===== src/hdl/fqp_pkg.sv =====
`default_nettype none

package fqp_pkg;

    localparam int FQP_MAX_READ_LEN = 1024;
    localparam int FQP_MAX_NAME_LEN = 256;

    // result slots filled by one input byte
    localparam int RES_SLOTS = 2;

    // configuration register indexes
    localparam logic CFG_COLOR_SPACE = 1'b0;
    localparam logic CFG_TRIM_PRIMER = 1'b1;

    // characters
    localparam logic [7:0] CH_AT    = 8'h40;
    localparam logic [7:0] CH_PLUS  = 8'h2B;
    localparam logic [7:0] CH_BANG  = 8'h21;
    localparam logic [7:0] CH_DEL   = 8'h7F;
    localparam logic [7:0] CH_SLASH = 8'h2F;
    localparam logic [7:0] CH_ZERO  = 8'h30;
    localparam logic [7:0] CH_ONE   = 8'h31;
    localparam logic [7:0] CH_TWO   = 8'h32;
    localparam logic [7:0] CH_THREE = 8'h33;
    localparam logic [7:0] CH_LF    = 8'h0A;
    localparam logic [7:0] CH_CR    = 8'h0D;
    localparam logic [7:0] CH_TAB   = 8'h09;
    localparam logic [7:0] CH_SPACE = 8'h20;

    typedef enum logic [2:0] {
        KIND_NAME       = 3'd0,
        KIND_BASE       = 3'd1,
        KIND_QUAL       = 3'd2,
        KIND_BASES_DONE = 3'd3,
        KIND_REC_END    = 3'd4,
        KIND_STREAM_END = 3'd5,
        KIND_ERROR      = 3'd6
    } fqp_kind_t;

    typedef enum logic [2:0] {
        ERR_NONE       = 3'd0,
        ERR_INCOMPLETE = 3'd1,
        ERR_BAD_BASE   = 3'd2,
        ERR_MISMATCH   = 3'd3,
        ERR_TOO_LONG   = 3'd4
    } fqp_err_t;

    typedef enum logic [2:0] {
        PH_SEEK    = 3'd0,
        PH_NAME    = 3'd1,
        PH_BASES   = 3'd2,
        PH_COMMENT = 3'd3,
        PH_QUAL    = 3'd4,
        PH_QSKIP   = 3'd5
    } fqp_phase_t;

    typedef struct packed {
        logic color_space;
        logic trim_primer;
    } fqp_cfg_t;

    typedef struct packed {
        fqp_kind_t   kind;
        logic [7:0]  out_value;
        logic [9:0]  position;
        logic [10:0] item_count;
        logic        trimmed;
        logic [11:0] qual_shift;
        fqp_err_t    error_code;
        logic        last;
    } fqp_result_t;

    function automatic fqp_result_t mk_result(
        input fqp_kind_t   kind,
        input logic [7:0]  value,
        input logic [9:0]  pos,
        input logic [10:0] count,
        input logic        trim,
        input logic [11:0] shift,
        input fqp_err_t    err
    );
        fqp_result_t r;
        r.kind       = kind;
        r.out_value  = value;
        r.position   = pos;
        r.item_count = count;
        r.trimmed    = trim;
        r.qual_shift = shift;
        r.error_code = err;
        r.last       = 1'b0;
        return r;
    endfunction

    function automatic fqp_result_t mk_error(input fqp_err_t err);
        return mk_result(KIND_ERROR, 8'd0, 10'd0, 11'd0, 1'b0, 12'd0, err);
    endfunction

    // A0 C1 G2 T3, other letters 4; idx is the letter's place from 1
    function automatic logic [7:0] letter_code(input logic [4:0] idx);
        logic [7:0] c;
        case (idx)
            5'd1:    c = 8'd0;
            5'd3:    c = 8'd1;
            5'd7:    c = 8'd2;
            5'd20:   c = 8'd3;
            default: c = 8'd4;
        endcase
        return c;
    endfunction

endpackage

`default_nettype wire


===== src/hdl/fastq_record_parser.sv =====
// Channel  | Ports                          | Contents
// ---------+--------------------------------+------------------------------------------
// input    | s_tvalid s_tready s_tdata s_tuser | one FASTQ text byte or end of data
// result   | m_tvalid m_tready m_tdata m_tuser m_tlast | name byte, base, quality, summaries
// config   | cfg_we cfg_index cfg_wdata     | color_space (0), trim_primer (1)
//
// A byte is parsed while it sits in the input register and the result buffer is free; its
// results sit in a two-entry result buffer. Bytes flow at one per cycle while m_tready
// holds high; a byte that yields two results holds the parser while the buffer drains.
// aresetn is synchronous; it returns the parser to header search with all counts zero.
// A stalled result side backs up into the input register, then drops s_tready.
`default_nettype none

module fastq_record_parser import fqp_pkg::*; #(
    parameter int MAX_READ_LEN = FQP_MAX_READ_LEN,
    parameter int MAX_NAME_LEN = FQP_MAX_NAME_LEN
) (
    input  wire logic        aclk,
    input  wire logic        aresetn,

    input  wire logic        s_tvalid,
    output logic             s_tready,
    input  wire logic [7:0]  s_tdata,   // [7:0] in_byte
    input  wire logic        s_tuser,   // [0] end_of_data

    output logic             m_tvalid,
    input  wire logic        m_tready,
    // [7:0] out_value, [17:8] position, [28:18] item_count, [29] trimmed,
    // [41:30] qual_shift, [44:42] error_code, [47:45] zero
    output logic [47:0]      m_tdata,
    output logic [2:0]       m_tuser,   // [2:0] kind
    output logic             m_tlast,

    input  wire logic        cfg_we,
    input  wire logic        cfg_index,
    input  wire logic        cfg_wdata
);

    fqp_cfg_t                    cfg_reg;
    logic                        in_valid_reg, in_valid_next;
    logic [7:0]                  in_byte_reg;
    logic                        in_eod_reg;
    logic                        s_accept;
    logic                        fire;
    logic                        buf_free;
    fqp_result_t [RES_SLOTS-1:0] core_results;
    logic [1:0]                  core_cnt;
    fqp_result_t                 out_result;

    assign fire          = in_valid_reg && buf_free;
    assign s_tready      = !in_valid_reg || fire;
    assign s_accept      = s_tvalid && s_tready;
    assign in_valid_next = s_accept ? 1'b1 : (fire ? 1'b0 : in_valid_reg);

    always_ff @(posedge aclk) begin
        if (!aresetn) begin
            in_valid_reg <= 1'b0;
            cfg_reg      <= '0;
        end else begin
            in_valid_reg <= in_valid_next;
            if (cfg_we) begin
                case (cfg_index)
                    CFG_COLOR_SPACE: cfg_reg.color_space <= cfg_wdata;
                    CFG_TRIM_PRIMER: cfg_reg.trim_primer <= cfg_wdata;
                    default:         cfg_reg <= cfg_reg;
                endcase
            end
        end
        if (s_accept) begin
            in_byte_reg <= s_tdata;
            in_eod_reg  <= s_tuser;
        end
    end

    fqp_parse_core #(
        .MAX_READ_LEN (MAX_READ_LEN),
        .MAX_NAME_LEN (MAX_NAME_LEN)
    ) u_core (
        .aclk        (aclk),
        .aresetn     (aresetn),
        .cfg         (cfg_reg),
        .fire        (fire),
        .in_byte     (in_byte_reg),
        .end_of_data (in_eod_reg),
        .results     (core_results),
        .result_cnt  (core_cnt)
    );

    fqp_out_buffer u_out (
        .aclk         (aclk),
        .aresetn      (aresetn),
        .load         (fire),
        .load_results (core_results),
        .load_cnt     (core_cnt),
        .free         (buf_free),
        .out_valid    (m_tvalid),
        .out_ready    (m_tready),
        .out_result   (out_result)
    );

    assign m_tdata = {3'b000, out_result.error_code, out_result.qual_shift,
                      out_result.trimmed, out_result.item_count, out_result.position,
                      out_result.out_value};
    assign m_tuser = out_result.kind;
    assign m_tlast = out_result.last;

endmodule

`default_nettype wire


===== src/hdl/fqp_parse_core.sv =====
`default_nettype none

module fqp_parse_core import fqp_pkg::*; #(
    parameter int MAX_READ_LEN = FQP_MAX_READ_LEN,
    parameter int MAX_NAME_LEN = FQP_MAX_NAME_LEN
) (
    input  wire logic                          aclk,
    input  wire logic                          aresetn,
    input  wire fqp_cfg_t                      cfg,
    input  wire logic                          fire,
    input  wire logic [7:0]                    in_byte,
    input  wire logic                          end_of_data,
    output fqp_result_t [RES_SLOTS-1:0]        results,
    output logic [1:0]                         result_cnt
);

    // counts hold up to one past the read limit (surplus colour-space quality)
    localparam int CW  = $clog2(MAX_READ_LEN + 2);
    localparam int NW  = $clog2(MAX_NAME_LEN + 1);
    localparam int AW  = (CW > 12) ? CW : 12;
    localparam int NAW = (NW > 10) ? NW : 10;

    fqp_phase_t      phase_reg, phase_next;
    logic [7:0]      held0_reg, held0_next;
    logic [7:0]      held1_reg, held1_next;
    logic [1:0]      held_cnt_reg, held_cnt_next;
    logic [NW-1:0]   name_len_reg, name_len_next;
    logic [CW-1:0]   base_cnt_reg, base_cnt_next;
    logic [1:0]      primer_reg, primer_next;
    logic [CW-1:0]   read_len_reg, read_len_next;
    logic [CW-1:0]   qual_cnt_reg, qual_cnt_next;

    logic            is_upper, is_lower, is_letter, is_space, is_digit03;
    logic [7:0]      base_code;
    logic            trim;
    logic            drop;
    logic [CW-1:0]   read_len_trim;
    logic [AW-1:0]   base_x, rl_x, qc_x, qc1_x, rlt_x, close_shift, surplus_shift;
    logic [NAW-1:0]  nl_x, hc_x;
    logic [NAW-1:0]  pos_first, pos_second, pos_oldest;
    fqp_result_t     close_res;
    fqp_result_t     stream_end_res;
    logic [7:0]      name_val;

    always_comb begin
        is_upper   = (in_byte >= 8'h41) && (in_byte <= 8'h5A);
        is_lower   = (in_byte >= 8'h61) && (in_byte <= 8'h7A);
        is_letter  = is_upper || is_lower;
        is_digit03 = (in_byte >= CH_ZERO) && (in_byte <= CH_THREE);
        is_space   = (in_byte == CH_SPACE) || ((in_byte >= CH_TAB) && (in_byte <= CH_CR));
        name_val   = is_space ? 8'd0 : in_byte;

        if (is_letter) begin
            base_code = letter_code(in_byte[4:0]);
        end else if (is_digit03) begin
            base_code = in_byte - CH_ZERO;
        end else begin
            base_code = 8'd4;
        end

        trim = cfg.trim_primer && (primer_reg == 2'd1) && (base_cnt_reg > CW'(1));
        read_len_trim = base_cnt_reg - CW'(trim);

        base_x = AW'(base_cnt_reg);
        rl_x   = AW'(read_len_reg);
        qc_x   = AW'(qual_cnt_reg);
        qc1_x  = qc_x + AW'(1);
        rlt_x  = AW'(read_len_trim);
        close_shift   = rl_x - qc_x;
        surplus_shift = rl_x - qc1_x;

        nl_x       = NAW'(name_len_reg);
        hc_x       = NAW'(held_cnt_reg);
        pos_first  = nl_x - hc_x;
        pos_second = nl_x - NAW'(1);
        pos_oldest = nl_x - NAW'(2);

        drop = (held_cnt_reg == 2'd2) && (name_len_reg > NW'(2)) &&
               (held0_reg == CH_SLASH) && ((held1_reg == CH_ONE) || (held1_reg == CH_TWO));

        if (cfg.color_space) begin
            close_res = mk_result(KIND_REC_END, 8'd0, 10'd0, qc_x[10:0], 1'b0,
                                  close_shift[11:0], ERR_NONE);
        end else if (qual_cnt_reg == read_len_reg) begin
            close_res = mk_result(KIND_REC_END, 8'd0, 10'd0, qc_x[10:0], 1'b0,
                                  12'd0, ERR_NONE);
        end else begin
            close_res = mk_error(ERR_MISMATCH);
        end
        stream_end_res = mk_result(KIND_STREAM_END, 8'd0, 10'd0, 11'd0, 1'b0, 12'd0,
                                   ERR_NONE);
    end

    always_comb begin
        phase_next    = phase_reg;
        held0_next    = held0_reg;
        held1_next    = held1_reg;
        held_cnt_next = held_cnt_reg;
        name_len_next = name_len_reg;
        base_cnt_next = base_cnt_reg;
        primer_next   = primer_reg;
        read_len_next = read_len_reg;
        qual_cnt_next = qual_cnt_reg;
        results       = '0;
        result_cnt    = 2'd0;

        case (phase_reg)
            PH_SEEK: begin
                if (end_of_data) begin
                    results[0] = stream_end_res;
                    result_cnt = 2'd1;
                end else if (in_byte == CH_AT) begin
                    phase_next    = PH_NAME;
                    name_len_next = '0;
                    held_cnt_next = 2'd0;
                end
            end
            PH_NAME: begin
                if (end_of_data) begin
                    results[0] = mk_error(ERR_INCOMPLETE);
                    result_cnt = 2'd1;
                    phase_next = PH_SEEK;
                end else if (in_byte == CH_LF) begin
                    // flush the held tail unless it is a /1 or /2 mate suffix
                    results[0] = mk_result(KIND_NAME, held0_reg, pos_first[9:0], 11'd0,
                                           1'b0, 12'd0, ERR_NONE);
                    results[1] = mk_result(KIND_NAME, held1_reg, pos_second[9:0], 11'd0,
                                           1'b0, 12'd0, ERR_NONE);
                    result_cnt    = drop ? 2'd0 : held_cnt_reg;
                    held_cnt_next = 2'd0;
                    phase_next    = PH_BASES;
                    base_cnt_next = '0;
                    primer_next   = 2'd0;
                end else if (name_len_reg >= NW'(MAX_NAME_LEN)) begin
                    results[0]    = mk_error(ERR_TOO_LONG);
                    result_cnt    = 2'd1;
                    held_cnt_next = 2'd0;
                    phase_next    = PH_SEEK;
                end else begin
                    case (held_cnt_reg)
                        2'd0: begin
                            held0_next    = name_val;
                            held_cnt_next = 2'd1;
                        end
                        2'd1: begin
                            held1_next    = name_val;
                            held_cnt_next = 2'd2;
                        end
                        default: begin
                            results[0] = mk_result(KIND_NAME, held0_reg, pos_oldest[9:0],
                                                   11'd0, 1'b0, 12'd0, ERR_NONE);
                            result_cnt = 2'd1;
                            held0_next = held1_reg;
                            held1_next = name_val;
                        end
                    endcase
                    name_len_next = name_len_reg + NW'(1);
                end
            end
            PH_BASES: begin
                if (end_of_data) begin
                    results[0] = mk_error(ERR_INCOMPLETE);
                    result_cnt = 2'd1;
                    phase_next = PH_SEEK;
                end else if ((in_byte == CH_CR) || (in_byte == CH_LF)) begin
                    phase_next = PH_BASES;
                end else if (in_byte == CH_PLUS) begin
                    read_len_next = read_len_trim;
                    results[0] = mk_result(KIND_BASES_DONE, 8'd0, 10'd0, rlt_x[10:0], trim,
                                           12'd0, ERR_NONE);
                    result_cnt = 2'd1;
                    phase_next = PH_COMMENT;
                end else if (!is_letter && !cfg.color_space) begin
                    results[0] = mk_error(ERR_BAD_BASE);
                    result_cnt = 2'd1;
                    phase_next = PH_SEEK;
                end else if (base_cnt_reg >= CW'(MAX_READ_LEN)) begin
                    results[0] = mk_error(ERR_TOO_LONG);
                    result_cnt = 2'd1;
                    phase_next = PH_SEEK;
                end else begin
                    if (cfg.color_space && is_letter && (primer_reg < 2'd2)) begin
                        primer_next = primer_reg + 2'd1;
                    end
                    results[0] = mk_result(KIND_BASE, base_code, base_x[9:0], 11'd0, 1'b0,
                                           12'd0, ERR_NONE);
                    result_cnt    = 2'd1;
                    base_cnt_next = base_cnt_reg + CW'(1);
                end
            end
            PH_COMMENT: begin
                if (end_of_data) begin
                    results[0] = mk_error(ERR_INCOMPLETE);
                    result_cnt = 2'd1;
                    phase_next = PH_SEEK;
                end else if (in_byte == CH_LF) begin
                    qual_cnt_next = '0;
                    phase_next    = PH_QUAL;
                end
            end
            PH_QUAL: begin
                if (end_of_data) begin
                    results[0] = close_res;
                    results[1] = stream_end_res;
                    result_cnt = 2'd2;
                    phase_next = PH_SEEK;
                end else if (in_byte == CH_LF) begin
                    results[0] = close_res;
                    result_cnt = 2'd1;
                    phase_next = PH_SEEK;
                end else if ((in_byte >= CH_BANG) && (in_byte <= CH_DEL)) begin
                    if (qual_cnt_reg >= read_len_reg) begin
                        // surplus: colour-space close or mismatch; skip the rest
                        if (cfg.color_space) begin
                            results[0] = mk_result(KIND_QUAL, in_byte, qc_x[9:0], 11'd0, 1'b0,
                                                   12'd0, ERR_NONE);
                            results[1] = mk_result(KIND_REC_END, 8'd0, 10'd0, qc1_x[10:0],
                                                   1'b0, surplus_shift[11:0], ERR_NONE);
                            result_cnt    = 2'd2;
                            qual_cnt_next = qual_cnt_reg + CW'(1);
                        end else begin
                            results[0] = mk_error(ERR_MISMATCH);
                            result_cnt = 2'd1;
                        end
                        phase_next = PH_QSKIP;
                    end else begin
                        results[0] = mk_result(KIND_QUAL, in_byte, qc_x[9:0], 11'd0, 1'b0,
                                               12'd0, ERR_NONE);
                        result_cnt    = 2'd1;
                        qual_cnt_next = qual_cnt_reg + CW'(1);
                    end
                end
            end
            PH_QSKIP: begin
                if (end_of_data) begin
                    results[0] = stream_end_res;
                    result_cnt = 2'd1;
                    phase_next = PH_SEEK;
                end else if (in_byte == CH_LF) begin
                    phase_next = PH_SEEK;
                end
            end
            default: begin
                phase_next = PH_SEEK;
            end
        endcase

        case (result_cnt)
            2'd1:    results[0].last = 1'b1;
            2'd2:    results[1].last = 1'b1;
            default: results[0].last = 1'b0;
        endcase
    end

    always_ff @(posedge aclk) begin
        if (!aresetn) begin
            phase_reg    <= PH_SEEK;
            held0_reg    <= '0;
            held1_reg    <= '0;
            held_cnt_reg <= '0;
            name_len_reg <= '0;
            base_cnt_reg <= '0;
            primer_reg   <= '0;
            read_len_reg <= '0;
            qual_cnt_reg <= '0;
        end else if (fire) begin
            phase_reg    <= phase_next;
            held0_reg    <= held0_next;
            held1_reg    <= held1_next;
            held_cnt_reg <= held_cnt_next;
            name_len_reg <= name_len_next;
            base_cnt_reg <= base_cnt_next;
            primer_reg   <= primer_next;
            read_len_reg <= read_len_next;
            qual_cnt_reg <= qual_cnt_next;
        end
    end

endmodule

`default_nettype wire


===== src/hdl/fqp_out_buffer.sv =====
`default_nettype none

module fqp_out_buffer import fqp_pkg::*; (
    input  wire logic                       aclk,
    input  wire logic                       aresetn,
    input  wire logic                       load,
    input  wire fqp_result_t [RES_SLOTS-1:0] load_results,
    input  wire logic [1:0]                 load_cnt,
    output logic                            free,
    output logic                            out_valid,
    input  wire logic                       out_ready,
    output fqp_result_t                     out_result
);

    fqp_result_t [RES_SLOTS-1:0] slot_reg, slot_next;
    logic [1:0]                  rem_reg, rem_next;
    logic                        head_reg, head_next;
    logic                        pop;

    always_comb begin
        out_valid  = (rem_reg != 2'd0);
        out_result = slot_reg[head_reg];
        pop        = out_valid && out_ready;
        // refill is allowed in the same cycle the final pending result leaves
        free       = (rem_reg == 2'd0) || ((rem_reg == 2'd1) && pop);

        slot_next = slot_reg;
        rem_next  = rem_reg;
        head_next = head_reg;
        if (load && (load_cnt != 2'd0)) begin
            slot_next = load_results;
            rem_next  = load_cnt;
            head_next = 1'b0;
        end else if (pop) begin
            rem_next  = rem_reg - 2'd1;
            head_next = ~head_reg;
        end
    end

    always_ff @(posedge aclk) begin
        if (!aresetn) begin
            rem_reg  <= 2'd0;
            head_reg <= 1'b0;
        end else begin
            rem_reg  <= rem_next;
            head_reg <= head_next;
        end
        slot_reg <= slot_next;
    end

endmodule

`default_nettype wire

===== config.mk =====
export PLATFORM = sky130hd
export DESIGN_NAME = fastq_record_parser
export DESIGN_NICKNAME = d
export VERILOG_FILES = /design/src/hdl/fqp_pkg.sv /design/src/hdl/fastq_record_parser.sv /design/src/hdl/fqp_parse_core.sv /design/src/hdl/fqp_out_buffer.sv
export SDC_FILE = /design/constraint.sdc
export NUM_CORES = 1
export LEC_CHECK = 0
export BUFFER_PORTS_ARGS = -buffer_cell sky130_fd_sc_hd__buf_2
export CORE_MARGIN = 8
export CORE_UTILIZATION = 50
export DETAILED_ROUTE_END_ITERATION = 8
export PLACE_DENSITY = 0.73
export SLEW_MARGIN = 10
export SYNTH_ARGS = -nofsm -noshare
export SYNTH_HDL_FRONTEND = slang
export SYNTH_SLANG_ARGS = --single-unit

===== constraint.sdc =====
create_clock -name aclk -period 7.6 [get_ports aclk]
set_input_delay 0.38 -clock aclk [delete_from_list [all_inputs] [get_ports aclk]]
set_output_delay 0.38 -clock aclk [all_outputs]
set_load 0.005 [all_outputs]

### Word-level counts from Yosys, hierarchy flattened

Cells that the tools add are included.

* flip-flop bits (word level): 178
* latch bits: 0
* RAM bits: 0
* ROM bits: 0
* input bits: 16
* output and inout bits: 54
* word-level logic and storage cells: 278
* memories: 0

* add/subtract/negate cells: 13
* multipliers: 0
* div/mod/pow operators: 0
* order comparisons: 17
* eq/ne operators: 49
* shift-type cells: 0
* muxes and demuxes: 106
* bitwise logic cells: 9
* reductions and logical operators: 52

Operators with widths (number)
* $mux W49: 20
* $pmux W49 S5: 1
* $mux W98: 2
* $mux W11: 12
* $pmux W49 S2: 1
* $mux W46: 2
* $mux W3: 18
* $mux W2: 25
* $mux W48: 1
* $mux W9: 5
* $pmux W11 S2: 2
* $eq A8 B6 Y1 const B: 5
* $le A8 B7 Y1 const B: 3
* $mux W8: 3
* $ne A2 B2 Y1 const B: 12
* $add A11 B1 Y11 const B: 2
* $logic_and A1 B1 Y1: 18
* $pmux W3 S6: 1
* $pmux W9 S2: 1
* $reduce_and A6 Y1: 3
* $reduce_and A9 Y1: 2
* $eq A8 B4 Y1 const B: 2
* $ge A8 B6 Y1 const B: 2
* $ge A8 B7 Y1 const B: 2
* other kinds (57): 101

### Longest topological paths before layout

* depth in word-level cells: 12
* mapped depth: 13
* gate-level depth less buffers: 12

### Hierarchy

A second synthesis with hierarchy kept.

* cell total of the unflattened synthesis: 1088
* area total of the unflattened synthesis: 10610.2 um^2

Modules (own cells, without submodules)
* fqp_parse_core: times used 1, cells each 885, area an instance 6418.7 um^2, seq. area each 1301.2 um^2
* fqp_out_buffer: times used 1, cells each 175, area an instance 3756.1 um^2, seq. area each 3002.9 um^2
* fastq_record_parser: times used 1, cells each 28, area an instance 435.4 um^2, seq. area each 330.3 um^2

### Worst setup path after synthesis

OpenSTA, ideal clock, no wires.

* kind: reg2reg
* start point: register u_core.qual_cnt_reg[9]
* end point: register u_out.slot_reg[0] (netlist name), enable pin
* library setup time: 0.602 ns
* arrival time: 7.180 ns
* data required time: 6.998 ns
* path slack: -0.182 ns
* cell stages (with the launch flop): 11
* buffers on the path: 2
* period minus slack after synthesis: 7.782 ns
* cells stage by stage: dfxtp_1 > clkbuf_1 > inv_1 > ha_1 > nand3_1 > or3_1 > clkbuf_1 > a21oi_1 > o2111ai_1 > o21a_1 > a31oi_1

* cells in the longest elaborated chain, start to end: 8

Ends and longest elaborated chain
* start, declared: RTL line fqp_parse_core.sv:31 `logic [CW-1:0] qual_cnt_reg, qual_cnt_next;`
* start signal, assigned: RTL line fqp_parse_core.sv:275 `qual_cnt_reg <= qual_cnt_next;`
* $ge A11 B11 Y1: RTL line fqp_parse_core.sv:212 `if (qual_cnt_reg >= read_len_reg) begin`
* $mux W2: RTL line fqp_parse_core.sv:212
* $mux W2: RTL line fqp_parse_core.sv:211 `end else if ((in_byte >= CH_BANG) && (in_byte <= CH_DEL)) begin`
* $mux W2: RTL line fqp_parse_core.sv:207 `end else if (in_byte == CH_LF) begin`
* $mux W2: RTL line fqp_parse_core.sv:202 `if (end_of_data) begin`
* $pmux W2 S4: RTL line fqp_parse_core.sv:107 `case (phase_reg)`
* $reduce_bool A2 Y1: RTL line fqp_out_buffer.sv:30 `if (load && (load_cnt != 2'd0)) begin`
* $logic_and A1 B1 Y1: RTL line fqp_out_buffer.sv:30
* end signal, assigned: RTL line fqp_out_buffer.sv:48 `slot_reg <= slot_next;`
* end, declared: RTL line fqp_out_buffer.sv:15 `fqp_result_t [RES_SLOTS-1:0] slot_reg, slot_next;`

No other way between the ends.
A chain may end at the register's enable or synchronous reset.

### Final worst setup path

* start point: register in_byte_reg[4]
* end point: register u_out.slot_reg[0] (netlist name), enable pin

* cells in the longest elaborated chain, start to end: 8
* elaborated cells between the ends (all ways): 16
* classes of those cells: 2 x order compare; 2 x eq/ne; 8 x mux; 4 x reduce/logical

Ends and longest elaborated chain
* start, declared: RTL line fastq_record_parser.sv:41 `logic [7:0] in_byte_reg;`
* start signal, assigned: RTL line fastq_record_parser.sv:70 `in_byte_reg <= s_tdata;`
* $ge A8 B6 Y1 or $le A8 B7 Y1 (tied branches): RTL line fqp_parse_core.sv:211
* $logic_and A1 B1 Y1: RTL line fqp_parse_core.sv:211
* $mux W2: RTL line fqp_parse_core.sv:211
* $mux W2: RTL line fqp_parse_core.sv:207
* $mux W2: RTL line fqp_parse_core.sv:202
* $pmux W2 S4 *: RTL line fqp_parse_core.sv:107
* $reduce_bool A2 Y1 *: RTL line fqp_out_buffer.sv:30
* $logic_and A1 B1 Y1 *: RTL line fqp_out_buffer.sv:30

Mark *: on every way between the ends. The rest lies on a longest branch, timed or not.

==> flow_summary.ini <==
[status]
status = finished clean

[timing]
drv_slew = 0
setup_ws_ns = 2.668
relSlewSlack_pct = 26.46
clock_skew_ns = 0.01931
setup_viol = 0
setup_tns_ns = 0
tightest_slew_ns = 1.103
whs_ns = 0.1156
finalCritPeriodShare_pct = 64.90
hold_viol = 0
timing.final.crit_period_ns = 4.932
rsz0062_at_grt = no
maxClockFrequency_ghz = 0.2027

[critical_path]
critPathRequiredTime_ns = 7.66
worstPathArrival_ns = 4.99
start_kind = flip-flop
cp-end-kind = flip-flop
cp_max_fo = 74
criticalPathCategory = reg -> reg

[cts]
clockBufferDepth = 2
clkTransAtPathRegs_ns = 0.07
tritoncts_num_sinks = 173
htreeDepth = 4
cts_resized = 0
cts_setup_buffers = 0
worstSkewPairLatency_ns = 0.45
tritoncts = yes
cts_hold_buf = 0
root_buffer = clkbuf_16
cts_buffers = 17

[route]
wl_met3_mm = 2.106
drc = 0
top_layer = met4
dr.pass1.iters = 6
avgViaCountPerCell = 6.043
via_count = 8430
wl_met1_mm = 12.32
wl_met2_mm = 12.10
drt_iter0_markers = 909
ant_nets = 0
wl_per_cell_um = 19.34
wirelength_mm = 26.98

[floorplan]
start_util_pct = 50.92
dieArea_um2 = 25450
boundaryPins = 70
coreArea_um2 = 20230
std_cell_rows = 52
die_w_um = 159.5
fp.dieH_um = 159.5

[logic_synthesis]
synthTopCellsByArea = edfxtp_1 30%, dfxtp_1 14%, ha_1 5.3%
synthArstFlopShare_pct = 0
synth_edf_count = 102
synthCells = 1094
synth_most_common_cell = nor2_1
yosys.area.top_type = edfxtp_1
synth_warnings = 0
ys.flop_type = edfxtp_1
ys_seq_area_share_pct = 43.53
synth_seq_cells = 173
syn_area_um2 = 10300
ys_types = 83
postSynthAreaPerCell_um2 = 9.417
synth_top_area_share_pct = 29.73
synth.cells.most_frequent = 137 x nor2_1, 102 x edfxtp_1, 87 x nand2_1

[grt]
grt_pass1_wl_mm = 43.65
grt_pass1_vias = 7973
grt_max_degree = 75
grt_antenna_before_repair = 0
gr-usage-all-layers_pct = 21.22
grt_overflow = 0

[power_and_ir_drop]
power_density_nw_per_um2 = 193.8
peakVddDrop_mv = 0.1648
power_frac_seq_pct = 48.0
switching_power_mw = 0.5142
p_leak_nw = 4.183
p_comb_share_pct = 9.6
switching_share_pct = 23.44
p_int_mw = 1.680
power_frac_clock_pct = 42.4

[run]
maxCapViolCount = 0

[finish]
areaGrowthSynthToFinish_pct = 9.898
largest_reg_flops = 93
final_nets = 1175
num_antenna_cells = 0
drive_gt1_share_pct = 14.31

[min_path]
hold_class = in -> reg

[placement]
pre_cts_ws_ns = 2.770
post-dp-hpwl_mm = 19.43
finalWeightedCongestion = 0.9461
port-buffer-count = 66
[power groups by stage]
| stage | Combinational (mW) | Clock [mW] | Sequential (mW) |
|---|---|---|---|
| floorplan | 0.149 | 0 | 1.06 |
| global placement | 0.213 | 0 | 1.07 |
| detailed placement | 0.214 | 0 | 1.07 |
| CTS | 0.216 | 0.937 | 1.05 |
| global route | 0.234 | 0.973 | 1.06 |
| finish | 0.211 | 0.929 | 1.05 |
[path summary, 6_finish.rpt]
path | slack (ns) | from | cells past startpoint | endpoint
setup / recovery | 2.67 | in_byte_reg[4]$_DFFE_PP_ | 8 | u_out.slot_reg[0]$_DFFE_PP_
hold / removal | 0.12 | s_tdata[1] | 1 | in_byte_reg[1]$_DFFE_PP_
setup reg to reg | 2.67 | in_byte_reg[4]$_DFFE_PP_ | 8 | u_out.slot_reg[0]$_DFFE_PP_
hold reg to reg | 0.47 | u_core.primer_reg[1]$_SDFFE_PN0P_ | 1 | u_core.primer_reg[1]$_SDFFE_PN0P_
[layer usage]
metal / GRT usage [%] / vias to the layer above
met5: 0 / -
met2: 32.75 / 355
met1: 29.36 / 4041
li1: - / 3999
met4: 6.432 / 0
met3: 4.343 / 35
[cell usage in the layout, fill, tap and decap left out, types with 5 or more instances in the layout]
cell       netlist  routed
a211oi_1        19      19
a21o_1           7       7
a21oi_1         52      52
a221o_1          7       7
a222oi_1         6       6
a22oi_1          8       8
a311oi_1         5       5
a31oi_1         11      10
and2_1           8       8
and3_1          17      17
buf_2           15      66
buf_4            4       5
clkbuf_16        0      17
dfxtp_1         71      70
edfxtp_1       102     102
ha_1            44      44
inv_1           49      49
mux2_2          44      44
mux2i_1          8       8
nand2_1         87      87
nand2b_1        16      16
nand3_1         38      38
nand4_1         10      10
nor2_1         137     137
nor2b_1         10      10
nor3_1          24      24
nor3b_1          5       5
nor4_1           9       9
o2111ai_1        5       5
o211ai_1         5       5
o21a_1           9       9
o21ai_0         49      49
o311ai_0         5       5
o31ai_1          6       6
or3_1            7       7
or4_1            5       5
xnor2_1         40      40
xor2_1          22      22
[worst max-delay path: stages (launching register included)]
cell and delay (ns):
edfxtp_1 0.57, inv_1 0.20, ha_1 0.26, and4bb_1 0.39, and2_1 0.62, nand2_1 0.44, a311o_1 0.50, a31oi_4 0.66
buf_4 0.82
[through the flow]
stage	util, %	instance area [µm²]	power [mW]	cells
after global placement	52.91	10710	1.284	1363
after CTS	55.95	11320	2.206	1395
after global routing	55.95	11320	2.264	1395
final	55.95	11320	2.194	1395
after detailed placement	52.91	10710	1.287	1363
after floorplan	-	10320	1.211	1096
[cell type report]
type / count / area (µm²)
Clock buffer: 21 / 450.4
Clock inverter: 11 / 166.4
Fill cell: 1806 / 8912
Inverter: 51 / 191.4
Multi-Input combinational cell: 798 / 5323
Sequential cell: 173 / 4486
Tap cell: 270 / 337.8
Timing Repair Buffer: 71 / 367.9
[cells by family after synthesis]
logic type / synth area share [%]
adders and majority gates: 5.927
other: 0.03640
and+or+nand+nor: 18.48
buffers and inverters: 5.028
muxes: 5.732
AOI/OAI and AO/OA: 15.99
xor gates and xnor gates: 5.271
DFF: 43.53
Power figures use the tool's default switching activity.
